**src/hdl/ohsp_pkg.sv**
```systemverilog
// ----------------------------------------------------------------------------
// OBU header and size parser package
// Shared types, codes and constants of the OBU header and size parser.
// ----------------------------------------------------------------------------
package ohsp_pkg;

    // Longest LEB128 field, in bytes.
    localparam int unsigned MAX_LEB_BYTES = 8;

    // Configuration register indexes.
    localparam int unsigned REG_ANNEXB_MODE = 0;

    typedef enum logic [2:0] {
        PH_IDLE    = 3'd0,
        PH_AB_SIZE = 3'd1,
        PH_AB_HDR  = 3'd2,
        PH_AB_EXT  = 3'd3,
        PH_S5_HDR  = 3'd4,
        PH_S5_EXT  = 3'd5,
        PH_S5_SIZE = 3'd6
    } t_phase;

    typedef enum logic [1:0] {
        ST_OK      = 2'd0,
        ST_CORRUPT = 2'd1,
        ST_UNSUP   = 2'd2
    } t_status;

    // Header fields as held between bytes:
    // [3:0] type, [4] extension, [5] size flag, [8:6] temporal id, [10:9] spatial id.
    typedef logic [10:0] t_hdr_fields;

    // One step of the LEB128 decoder.
    typedef struct packed {
        logic [31:0] acc;   // low 32 bits of the decoded value
        logic        ovf;   // some bit at or above 2^32 is set
        logic [3:0]  cnt;   // bytes taken so far
        logic        done;  // field ended with a value that fits
        logic        err;   // field too long or value too large
    } t_leb;

    // One result of the parser.
    typedef struct packed {
        t_status     status;
        logic [3:0]  obu_kind;
        logic        ext_present;
        logic        size_present;
        logic [2:0]  tlayer;
        logic [1:0]  slayer;
        logic [1:0]  header_size;
        logic [31:0] body_len;
        logic [3:0]  used_len;
    } t_result;

    function automatic logic type_ok(input logic [3:0] t);
        return ((t >= 4'd1) && (t <= 4'd8)) || (t == 4'd15);
    endfunction

endpackage

```
**src/hdl/ohsp_leb.sv**
```systemverilog
// ----------------------------------------------------------------------------
// LEB128 byte step
// Folds one byte into a running LEB128 value and flags its end or an error.
// ----------------------------------------------------------------------------
module ohsp_leb (
    input  logic [7:0]           i_byte,
    input  logic [31:0]          i_acc,
    input  logic                 i_ovf,
    input  logic [3:0]           i_cnt,
    output ohsp_pkg::t_leb       o_leb
);
    import ohsp_pkg::*;

    logic [5:0]  shamt;
    logic [55:0] shifted;
    logic [3:0]  cnt_inc;
    logic        ovf_n;

    // Each byte carries seven bits; the group index wraps at eight bytes.
    assign shamt   = 6'(i_cnt[2:0]) * 6'd7;
    assign shifted = {49'd0, i_byte[6:0]} << shamt;
    assign cnt_inc = i_cnt + 4'd1;
    assign ovf_n   = i_ovf | (|shifted[55:32]);

    always_comb begin
        o_leb.acc  = i_acc | shifted[31:0];
        o_leb.ovf  = ovf_n;
        o_leb.cnt  = cnt_inc;
        o_leb.done = !i_byte[7] && !ovf_n;
        o_leb.err  = i_byte[7] ? (cnt_inc >= 4'(MAX_LEB_BYTES)) : ovf_n;
    end

endmodule

```
**src/hdl/ohsp_core.sv**
```systemverilog
// ----------------------------------------------------------------------------
// OBU parse core
// Parse state and the per-byte update of header, extension and size fields.
// ----------------------------------------------------------------------------
module ohsp_core (
    input  logic                 i_clk,
    input  logic                 i_rst_n,
    input  logic                 i_en,
    input  logic                 i_annexb,
    input  logic [7:0]           i_byte,
    input  logic                 i_sou,
    input  logic                 i_eod,
    output logic                 o_emit,
    output ohsp_pkg::t_result    o_result
);
    import ohsp_pkg::*;

    t_phase      r_phase, n_phase;
    logic [31:0] r_acc, n_acc;
    logic        r_ovf, n_ovf;
    logic [3:0]  r_cnt, n_cnt;
    logic [31:0] r_unit, n_unit;
    t_hdr_fields r_hf, n_hf;
    logic [1:0]  r_hc, n_hc;

    // State as seen by this byte: a start clears everything first.
    t_phase      ph0;
    logic [31:0] acc0;
    logic        ovf0;
    logic [3:0]  cnt0;
    logic [31:0] unit0;
    t_hdr_fields hf0;
    logic [1:0]  hc0;

    t_leb        leb;
    logic        hdr_done;
    logic        ab;
    t_status     st;
    logic [1:0]  hs;
    logic [31:0] pay;
    logic [3:0]  nread;

    always_comb begin
        if (i_sou) begin
            ph0   = i_annexb ? PH_AB_SIZE : PH_S5_HDR;
            acc0  = '0;
            ovf0  = 1'b0;
            cnt0  = '0;
            unit0 = '0;
            hf0   = '0;
            hc0   = '0;
        end else begin
            ph0   = r_phase;
            acc0  = r_acc;
            ovf0  = r_ovf;
            cnt0  = r_cnt;
            unit0 = r_unit;
            hf0   = r_hf;
            hc0   = r_hc;
        end
    end

    ohsp_leb u_leb (
        .i_byte (i_byte),
        .i_acc  (acc0),
        .i_ovf  (ovf0),
        .i_cnt  (cnt0),
        .o_leb  (leb)
    );

    always_comb begin
        n_phase  = ph0;
        n_acc    = acc0;
        n_ovf    = ovf0;
        n_cnt    = cnt0;
        n_unit   = unit0;
        n_hf     = hf0;
        n_hc     = hc0;
        o_emit   = 1'b0;
        st       = ST_OK;
        hs       = '0;
        pay      = '0;
        nread    = '0;
        hdr_done = 1'b0;
        ab       = (ph0 == PH_AB_HDR) || (ph0 == PH_AB_EXT);

        unique case (ph0)
            PH_AB_SIZE: begin
                n_acc = leb.acc;
                n_ovf = leb.ovf;
                n_cnt = leb.cnt;
                if (leb.err) begin
                    o_emit = 1'b1;
                    st     = ST_CORRUPT;
                end else if (leb.done) begin
                    n_unit  = leb.acc;
                    n_phase = PH_AB_HDR;
                end
            end
            PH_AB_HDR, PH_S5_HDR: begin
                n_hf = {5'd0, i_byte[1], i_byte[2], i_byte[6:3]};
                n_hc = 2'd1;
                if (i_byte[7] || !type_ok(i_byte[6:3])) begin
                    o_emit = 1'b1;
                    st     = ST_CORRUPT;
                end else if (!i_byte[1] && !ab) begin
                    o_emit = 1'b1;
                    st     = ST_UNSUP;
                end else if (i_byte[0]) begin
                    o_emit = 1'b1;
                    st     = ST_CORRUPT;
                end else if (i_byte[2]) begin
                    n_phase = ab ? PH_AB_EXT : PH_S5_EXT;
                end else begin
                    hdr_done = 1'b1;
                end
            end
            PH_AB_EXT, PH_S5_EXT: begin
                n_hf = {i_byte[4:3], i_byte[7:5], hf0[5:0]};
                n_hc = 2'd2;
                if (|i_byte[2:0]) begin
                    o_emit = 1'b1;
                    st     = ST_CORRUPT;
                end else begin
                    hdr_done = 1'b1;
                end
            end
            PH_S5_SIZE: begin
                n_acc = leb.acc;
                n_ovf = leb.ovf;
                n_cnt = leb.cnt;
                if (leb.err) begin
                    o_emit = 1'b1;
                    st     = ST_CORRUPT;
                end else if (leb.done) begin
                    o_emit = 1'b1;
                    hs     = hc0;
                    pay    = leb.acc;
                    nread  = leb.cnt + 4'(hc0);
                end
            end
            default: begin
            end
        endcase

        // Header complete: Annex B finishes here, section 5 goes on to the size.
        if (hdr_done) begin
            if (ab) begin
                o_emit = 1'b1;
                if (unit0 < 32'(n_hc)) begin
                    st = ST_CORRUPT;
                end else begin
                    hs    = n_hc;
                    pay   = unit0 - 32'(n_hc);
                    nread = cnt0 + 4'(n_hc);
                end
            end else begin
                n_phase = PH_S5_SIZE;
                n_acc   = '0;
                n_ovf   = 1'b0;
                n_cnt   = '0;
            end
        end

        // Data ran out with the unit still open.
        if (!o_emit && i_eod && (ph0 != PH_IDLE)) begin
            o_emit = 1'b1;
            st     = ST_CORRUPT;
        end

        if (o_emit) begin
            n_phase = PH_IDLE;
        end

        o_result.status       = st;
        o_result.obu_kind     = n_hf[3:0];
        o_result.ext_present  = n_hf[4];
        o_result.size_present = n_hf[5];
        o_result.tlayer       = n_hf[8:6];
        o_result.slayer       = n_hf[10:9];
        o_result.header_size  = hs;
        o_result.body_len     = pay;
        o_result.used_len     = nread;
    end

    always_ff @(posedge i_clk) begin
        if (!i_rst_n) begin
            r_phase <= PH_IDLE;
        end else if (i_en) begin
            r_phase <= n_phase;
        end
    end

    always_ff @(posedge i_clk) begin
        if (i_en) begin
            r_acc  <= n_acc;
            r_ovf  <= n_ovf;
            r_cnt  <= n_cnt;
            r_unit <= n_unit;
            r_hf   <= n_hf;
            r_hc   <= n_hc;
        end
    end

    // A unit ends with its result: the parser then waits for the next start.
    a_idle_after_emit: assert property (@(posedge i_clk) disable iff (!i_rst_n)
        (i_en && o_emit) |=> (r_phase == PH_IDLE))
        else $error("parser not idle after a result");

    // No state change without a byte being processed.
    a_phase_holds: assert property (@(posedge i_clk) disable iff (!i_rst_n)
        !i_en |=> $stable(r_phase))
        else $error("parse phase moved without a byte");

    // The size field of a section 5 unit always follows a complete header.
    a_size_after_header: assert property (@(posedge i_clk) disable iff (!i_rst_n)
        (r_phase == PH_S5_SIZE) |-> (r_hc != 2'd0))
        else $error("size field reached without a header");

endmodule

```
**src/hdl/obu_header_and_size_parser_unit.sv**
```systemverilog
// ----------------------------------------------------------------------------
// OBU header and size parser
// Parses one AV1 OBU header, optional extension byte and LEB128 size per unit.
// ----------------------------------------------------------------------------
//
// Channel   Direction  Request contents
// s_axis    in         tdata: data_byte; tuser: start_of_unit; tlast: end_of_data
// m_axis    out        tdata: one parse result per unit (see port comment)
// APB       in         register 0 at byte address 0: annexb_mode
//
// Each byte request is registered on entry and processed by the parse core once the
// result register is free or being emptied; the state update and the result are worked
// out combinationally, so one byte is taken every clock while m_axis does not stall.
// The result of the byte ending the unit is registered and then valid on m_axis.
// Reset is synchronous and active low; it leaves the parser idle and
// annexb_mode at zero. While a result is held back by m_axis_tready, one more
// byte is still taken into the input register; after that s_axis stalls.
//
module obu_header_and_size_parser_unit (
    input  logic        i_clk,
    input  logic        i_rst_n,

    input  logic        s_axis_tvalid,
    output logic        s_axis_tready,
    input  logic [7:0]  s_axis_tdata,   // [7:0] data_byte
    input  logic [0:0]  s_axis_tuser,   // [0] start_of_unit
    input  logic        s_axis_tlast,   // end_of_data

    output logic        m_axis_tvalid,
    input  logic        m_axis_tready,
    // [1:0] status, [5:2] OBU type, [6] extension flag, [7] size flag,
    // [10:8] temporal layer, [12:11] spatial layer, [14:13] header_size,
    // [46:15] payload length, [50:47] bytes consumed, [55:51] zero
    output logic [55:0] m_axis_tdata,

    input  logic        psel,
    input  logic        penable,
    input  logic        pwrite,
    input  logic [2:0]  paddr,
    input  logic [31:0] pwdata,
    output logic [31:0] prdata,
    output logic        pready
);
    import ohsp_pkg::*;

    // Configuration register; sampled by the core when a unit starts.
    logic        r_annexb;

    // Input register stage.
    logic        r_in_valid, n_in_valid;
    logic [7:0]  r_in_byte;
    logic        r_in_sou;
    logic        r_in_eod;

    // Result register stage.
    logic        r_out_valid, n_out_valid;
    t_result     r_out;

    logic        s_accept;
    logic        advance;
    logic        core_emit;
    t_result     core_result;
    logic        reg_hit;

    // The held byte moves through the core when the result register is free
    // or is being emptied in this cycle.
    assign advance       = r_in_valid && (!r_out_valid || m_axis_tready);
    assign s_axis_tready = !r_in_valid || advance;
    assign s_accept      = s_axis_tvalid && s_axis_tready;

    assign n_in_valid  = s_accept ? 1'b1 : (advance ? 1'b0 : r_in_valid);
    assign n_out_valid = (advance && core_emit) ? 1'b1 :
                         (m_axis_tready ? 1'b0 : r_out_valid);

    always_ff @(posedge i_clk) begin
        if (!i_rst_n) begin
            r_in_valid  <= 1'b0;
            r_out_valid <= 1'b0;
        end else begin
            r_in_valid  <= n_in_valid;
            r_out_valid <= n_out_valid;
        end
    end

    always_ff @(posedge i_clk) begin
        if (s_accept) begin
            r_in_byte <= s_axis_tdata;
            r_in_sou  <= s_axis_tuser[0];
            r_in_eod  <= s_axis_tlast;
        end
    end

    always_ff @(posedge i_clk) begin
        if (advance && core_emit) begin
            r_out <= core_result;
        end
    end

    ohsp_core u_core (
        .i_clk    (i_clk),
        .i_rst_n  (i_rst_n),
        .i_en     (advance),
        .i_annexb (r_annexb),
        .i_byte   (r_in_byte),
        .i_sou    (r_in_sou),
        .i_eod    (r_in_eod),
        .o_emit   (core_emit),
        .o_result (core_result)
    );

    assign m_axis_tvalid = r_out_valid;
    assign m_axis_tdata  = {5'd0,
                            r_out.used_len,
                            r_out.body_len,
                            r_out.header_size,
                            r_out.slayer,
                            r_out.tlayer,
                            r_out.size_present,
                            r_out.ext_present,
                            r_out.obu_kind,
                            r_out.status};

    // APB register access. Registers are word aligned; bits [1:0] of the
    // address are not decoded.
    assign pready  = 1'b1;
    assign reg_hit = (32'(paddr[2]) == REG_ANNEXB_MODE);
    assign prdata  = reg_hit ? {31'd0, r_annexb} : 32'd0;

    always_ff @(posedge i_clk) begin
        if (!i_rst_n) begin
            r_annexb <= 1'b0;
        end else if (psel && penable && pwrite && pready && reg_hit) begin
            r_annexb <= pwdata[0];
        end
    end

    // A failed unit reports no sizes.
    a_err_no_sizes: assert property (@(posedge i_clk) disable iff (!i_rst_n)
        (r_out_valid && (r_out.status != ST_OK)) |->
        ((r_out.header_size == 2'd0) && (r_out.body_len == 32'd0) &&
         (r_out.used_len == 4'd0)))
        else $error("sizes reported on a failed unit");

    // A good unit has a one or two byte header and a length field of at least one byte.
    a_ok_sizes: assert property (@(posedge i_clk) disable iff (!i_rst_n)
        (r_out_valid && (r_out.status == ST_OK)) |->
        (((r_out.header_size == 2'd1) || (r_out.header_size == 2'd2)) &&
         (r_out.used_len > 4'(r_out.header_size))))
        else $error("bad sizes on a good unit");

    // The input side only stalls when both stages are full and the output waits.
    a_stall_cause: assert property (@(posedge i_clk) disable iff (!i_rst_n)
        !s_axis_tready |-> (r_in_valid && r_out_valid && !m_axis_tready))
        else $error("input stalled without cause");

    // A waiting result is never overwritten.
    a_no_overwrite: assert property (@(posedge i_clk) disable iff (!i_rst_n)
        (r_out_valid && !m_axis_tready) |-> !advance)
        else $error("result register overwritten");

endmodule
```
**config.mk**
```make
export PLATFORM = sky130hd
export DESIGN_NAME = obu_header_and_size_parser_unit
export DESIGN_NICKNAME = d
export VERILOG_FILES = /design/src/hdl/ohsp_pkg.sv /design/src/hdl/ohsp_leb.sv /design/src/hdl/ohsp_core.sv /design/src/hdl/obu_header_and_size_parser_unit.sv
export SDC_FILE = /design/constraint.sdc
export NUM_CORES = 1
export LEC_CHECK = 0
export BUFFER_PORTS_ARGS = -buffer_cell sky130_fd_sc_hd__buf_4
export CORE_MARGIN = 10
export CORE_UTILIZATION = 45
export CTS_BUF_LIST = sky130_fd_sc_hd__clkbuf_8 sky130_fd_sc_hd__clkbuf_16
export CTS_CLUSTER_DIAMETER = 50
export DETAILED_ROUTE_END_ITERATION = 10
export PLACE_DENSITY = 0.7
export SYNTH_ARGS = -nofsm -noshare
export SYNTH_HDL_FRONTEND = slang
export SYNTH_SLANG_ARGS = --single-unit
```
**constraint.sdc**
```tcl
create_clock -name i_clk -period 5.29 [get_ports i_clk]
set_input_delay 0.7935 -clock i_clk [delete_from_list [all_inputs] [get_ports i_clk]]
set_output_delay 0.7935 -clock i_clk [all_outputs]
set_load 0.02 [all_outputs]
```
; Word-level counts from Yosys, hierarchy flattened
; Cells that the tools add are included.
[word_totals]
register_bits = 149
in_bits = 52
out_inout_bits = 91
elab_cells = 157
[classes]
add_sub_neg = 4
n_mul = 1
order_cmp = 4
eq_ne = 7
n_shift = 1
n_mux = 83
bitwise = 3
n_reduce_logical = 32
[ops]
columns = operator, n
row1 = $mux 32, 14
row2 = $shl 7x6->56, 1
row3 = $mux 4, 10
row4 = $mux 3, 12
row5 = $lt 32x2->1, 1
row6 = $or 32x32->32, 1
row7 = $sub 32x2->32, 1
row8 = $mux 1, 28
row9 = $mux 2, 12
row10 = $reduce_or 24->1, 1
row11 = $pmux 11 s2, 1
row12 = $logic_and 1x1->1, 11
row13 = $mux 11, 1
row14 = $eq 3x3->1 const B, 3
row15 = $add 4x2->4, 2
row16 = $logic_not 1->1, 8
row17 = $eq 3x2->1 const B, 2
row18 = $mul 3x3->6 const B, 1
row19 = $pmux 2 s3, 1
row20 = $pmux 3 s2, 1
row21 = $reduce_or 2->1, 3
row22 = $logic_or 1x1->1, 5
row23 = $add 4x1->4 const B, 1
row24 = $eq 4x4->1 const B, 1
row25 = 12 further kinds, 13

; Longest topological paths before layout
[depth]
ltp_word = 18
mapped_depth = 16
ltp_nobuf = 12

; Modules after synthesis
; A second synthesis with hierarchy kept.
[unflattened]
hier_cells = 821
area_unflattened_um2 = 8615.8
[modules_own_cells]
columns = mod, instances, cells_each, area_each_um2, seq_area_each_um2
row1 = ohsp_core, 1, 646, 5874.4, 2522.4
row2 = obu_header_and_size_parser_unit, 1, 117, 2296.0, 1891.8
row3 = ohsp_leb, 1, 58, 445.4, 0.0

; Least setup slack after synthesis
; Ideal clock, no wire load.
[synth_timing]
kind = flip-flop to flip-flop
from = register r_in_sou
to = register r_out, in the netlist m_axis_tdata[0], enable pin
setup_ns = 0.460
arrival_ns = 3.660
t_required_ns = 4.830
setup_slack_ns = 1.170
stages_incl_launch_ff = 8
n_path_buf = 2
synth_period_minus_slack_ns = 4.120
path_cell_list = edfxtp_1 buf_4 buf_6 o31ai_2 o41ai_1 nand3_1 nor3b_2 nor2_1
[synth_between]
elab_chain_cells = 17
elab_cells_between_ends = 40
cone_classes = add/sub: 1 / mul: 1 / order compare: 1 / eq/ne: 6 / shift: 1 / mux: 16 / bitwise: 1 / reduce/logical: 13
[synth_lines]
columns = item, line
row1 = start: declaration, obu_header_and_size_parser_unit.sv:52  ; logic r_in_sou;
row2 = start signal: assignment, obu_header_and_size_parser_unit.sv:88  ; r_in_sou <= s_axis_tuser[0];
row3 = $mux 4, ohsp_core.sv:44  ; if (i_sou) begin
row4 = $mul 3x3->6, ohsp_leb.sv:20  ; assign shamt = 6'(i_cnt[2:0]) * 6'd7;
row5 = $shl 7x6->56, ohsp_leb.sv:21  ; assign shifted = {49'd0, i_byte[6:0]} << shamt;
row6 = $reduce_or 24->1, ohsp_leb.sv:23  ; assign ovf_n = i_ovf | (|shifted[55:32]);
row7 = $or 1x1->1, ohsp_leb.sv:23
row8 = $logic_not 1->1, ohsp_leb.sv:29  ; o_leb.done = !i_byte[7] && !ovf_n;
row9 = $logic_and 1x1->1, ohsp_leb.sv:29
row10 = $mux 1, ohsp_core.sv:135  ; end else if (leb.done) begin
row11 = $mux 1, ohsp_core.sv:132  ; if (leb.err) begin
row12 = $pmux 1 s4, ohsp_core.sv:87  ; unique case (ph0)
row13 = $mux 1, ohsp_core.sv:148  ; if (ab) begin
row14 = $mux 1, ohsp_core.sv:147  ; if (hdr_done) begin
row15 = $logic_not 1->1, ohsp_core.sv:166  ; if (!o_emit && i_eod && (ph0 != PH_IDLE)) begin
row16 = $logic_and 1x1->1 (2 in a row), ohsp_core.sv:166
row17 = $mux 1 (*), ohsp_core.sv:166
row18 = $logic_and 1x1->1 (*), obu_header_and_size_parser_unit.sv:94  ; if (advance && core_emit) begin
row19 = end signal: assignment, obu_header_and_size_parser_unit.sv:95  ; r_out <= core_result;
row20 = end: declaration, obu_header_and_size_parser_unit.sv:57  ; t_result r_out;
; Every way passes the cells marked *; elsewhere a longest branch is shown, timed or not.
; A chain may end at the register's enable or synchronous reset.

==> results.sh <==
export IMPL_synth_xor_area_share_pct=2.272
export IMPL_place_inst=1097
export IMPL_seqPwrFrac_pct=46.6
export IMPL_power_w=0.003031
export IMPL_crit_path_end_kind="flop"
export IMPL_synth_top_family_by_area="simple AND/OR/NAND/NOR gates"
export IMPL_synth_simple_area_share_pct=17.90
export IMPL_p_switching_w=0.0007335
export IMPL_synthAdderAreaFrac_pct=1.319
export IMPL_arrival_ns=4.28
export IMPL_htreeDepth=4
export IMPL_critical_path_buf_inv_count=2
export IMPL_status="completed"
export IMPL_grt_max_degree=68
export IMPL_firstDrtPassIters=6
export IMPL_path_class="reg2reg"
export IMPL_avgRoutedWirePerCell_um=19.19
export IMPL_startpoint_type="flop"
export IMPL_ys_async_sr_fraction_pct=0
export IMPL_fill_cells=1659
export IMPL_synth_compound_area_share_pct=16.77
export IMPL_final_layout_size_suffix_gt1_share_pct=16.22
export IMPL_cap_viol_max_count=0
export IMPL_cts_tree="yes"
export IMPL_pwr_share_clk_pct=42.2
export IMPL_synth_seq_cells=149
export IMPL_fin_skew_ns=0.005408
export IMPL_syn_inst=838
export IMPL_finalHoldViolCount=0
export IMPL_synth_top_area_cell="edfxtp_1"
export IMPL_postCtsSetupBuffers=0
export IMPL_synth_top_area_share_pct=50.31
export IMPL_grt_first_pass_wirelength_um=33620
export IMPL_p_leak_nw=3.529
export IMPL_fin_setup_tns_ns=0
export IMPL_ys_top_cells_by_area="edfxtp_1, buf_4, a21oi_1"
export IMPL_drcViolationCount=0
export IMPL_layout_common_cells="edfxtp_1, buf_4, nand2_1"
export IMPL_antenna_found_initial=1
export IMPL_core_um2=18710
export IMPL_grt_usage_pct=17.16
export IMPL_slew_viol_final=0
export IMPL_post_synth_instance_area_um2=8536
export IMPL_critPathSlowestCell="dfxtp_1"
export IMPL_crit_family="simple AND/OR/NAND/NOR gates"
export IMPL_synth_cell_types=81
export IMPL_wirelength_um=21640
export IMPL_power_density_nw_per_um2=312.5
export IMPL_ant_nets=0
export IMPL_die_y_um=157.7
export IMPL_synth_edff_count=143
export IMPL_synth_warnings=0
export IMPL_place_gp_congestion=0.8395
export IMPL_vdd_ir_drop_max_uv=205.7
export IMPL_clk_pin_slew_ns=0.06
export IMPL_period_needed_ns=4.043
export IMPL_clockRootBuffer="clkbuf_16"
export IMPL_via_count=6621
export IMPL_crit_chain="xnor2_1, buf_4, o21ai_0, and2_1, ha_1, inv_1, fa_1, o21bai_2, or2_1, nor3_2, mux2_2, o22ai_1"
export IMPL_diodes=0
export IMPL_crit_path_max_fanout=11
export IMPL_max_clock_freq_mhz=247.3
export IMPL_relSlewSlack_pct=25.97
export IMPL_ctsResizeCount=0
export IMPL_rows=50
export IMPL_slowest_delay_ns=0.60
export IMPL_die_area_um2=24880
export IMPL_clockBufferDepth=2
export IMPL_nets=941
export IMPL_overflow=0
export IMPL_portBuffers=72
export IMPL_p_sw_share_pct=24.20
export IMPL_postCtsHoldBufs=0
export IMPL_via_per_inst=5.870
export IMPL_rsz0062_at_grt="false"
export IMPL_final_common_cell="edfxtp_1"
export IMPL_clk_latency_ns=0.43
export IMPL_hold_class="reg2reg"
export IMPL_initial_utilization_pct=45.63
export IMPL_synthFlopType="edfxtp_1"
export IMPL_cts_inserted_buffers=17
export IMPL_grt_pass1_vias=6255
export IMPL_synthMuxAreaShare_pct=2.243
export IMPL_cp_required_ns=5.52
export IMPL_drtIter0Drc=807
export IMPL_p_int_w=0.002297
export IMPL_area_growth_syn_to_layout_pct=13.62
export IMPL_finalSetupViolCount=0
export IMPL_ys_seq_area_share_pct=51.72
export IMPL_die_x_um=157.7
export IMPL_comb_power_share_pct=11.2
export IMPL_final_cells=1128
export IMPL_worst_pin_slew_ns=1.102
export IMPL_synth_area_per_cell_um2=10.19
export IMPL_clkSinkCount=149
export IMPL_finalCritPeriodShare_pct=76.43
export IMPL_io_pins=143
export IMPL_place_hpwl_um=14170
[cell usage after synthesis, types with 4 or more instances]
master / n
nand2_1: 75
o32ai_1: 6
xnor2_1: 15
o21ai_0: 33
clkbuf_1: 33
a31oi_1: 23
or2_2: 5
mux2i_1: 18
buf_4: 44
inv_1: 18
nor3_1: 32
buf_2: 15
o22ai_1: 40
ha_1: 5
edfxtp_1: 143
a21oi_1: 60
nand3_1: 28
buf_6: 4
nor4_1: 6
nor2b_1: 46
and2_1: 5
o21ai_1: 6
nand2b_1: 8
or3_1: 6
o21a_1: 7
xor2_1: 4
nor2_1: 63
dfxtp_1: 6
[power groups by stage]
stage	combinational (W)	clock [W]	sequential (W)
after global placement	0.000330	0	0.00143
after floorplan	0.000259	0	0.00143
after CTS	0.000337	0.00130	0.00141
after global routing	0.000374	0.00135	0.00142
after detailed placement	0.000336	0	0.00144
final	0.000339	0.00128	0.00141
[per-layer routing]
layer  global-route usage [%]  up-vias  share of wire, %
met4                    5.744        0               1.3
met1                    22.60     3134                42
met2                    27.48      346                47
met3                    3.636       25               8.8
met5                        0        -                 0
li1                         -     3116                 -
[worst reg2reg max path, stage by stage, from the launching register on]
cell      delay, ns
dfxtp_1        0.60
xnor2_1        0.24
buf_4          0.23
o21ai_0        0.13
and2_1         0.28
ha_1           0.21
inv_1          0.06
fa_1           0.44
o21bai_2       0.22
or2_1          0.43
nor3_2         0.39
mux2_2         0.37
o22ai_1        0.24
[registers in the layout (all words and copies together), names as in the netlist]
name / flops
r_annexb: 1
u_core.r_cnt: 4
u_core.r_hc: 2
m_axis_tdata: 51
u_core.r_phase: 3
u_core.r_acc: 32
u_core.r_hf: 11
u_core.r_unit: 32
r_in_sou: 1
m_axis_tvalid: 1
u_core.r_ovf: 1
r_in_eod: 1
r_in_valid: 1
r_in_byte: 8
[layout make-up]
type | count | area [µm²] | share of cell area [%]
Inverter | 21 | 78.83 | 0.8128
Timing Repair Buffer | 87 | 665.6 | 6.864
Sequential cell | 149 | 4414 | 45.52
Clock buffer | 17 | 425.4 | 4.387
Tap cell | 234 | 292.8 | 3.019
Clock inverter | 14 | 193.9 | 2.000
Multi-Input combinational cell | 606 | 3627 | 37.40
[cells by family after synthesis]
logic type,Yosys count
simple gates,300
mux,19
xor+xnor,20
other cells,2
flops,149
fa+ha+maj,8
buf+inv,118
compound gates,222
[metrics by stage]
| step | cell area (µm²) | worst slack (ns) | hold slack [ns] | util (%) |
|---|---|---|---|---|
| after floorplan | 8667 | 1.170 | 0.4554 | - |
| final | 9698 | 1.247 | 0.4906 | 51.85 |
| after CTS | 9698 | 1.326 | 0.4950 | 51.85 |
| after global placement | 9079 | 1.354 | 0.4820 | 48.54 |
| after detailed placement | 9079 | 1.330 | 0.4864 | 48.54 |
| after global routing | 9698 | 1.086 | 0.5100 | 51.85 |
[worst paths after layout]
path                           from          endpoint  slack (ns)  cells after the start
setup / recovery  u_core.r_phase[2]  m_axis_tdata[43]        1.25                     12
hold / removal           r_in_valid     m_axis_tvalid        0.49                      2
setup reg to reg  u_core.r_phase[2]  m_axis_tdata[43]        1.25                     12
hold reg to reg          r_in_valid     m_axis_tvalid        0.49                      2
Power figures use the tool's default switching activity.
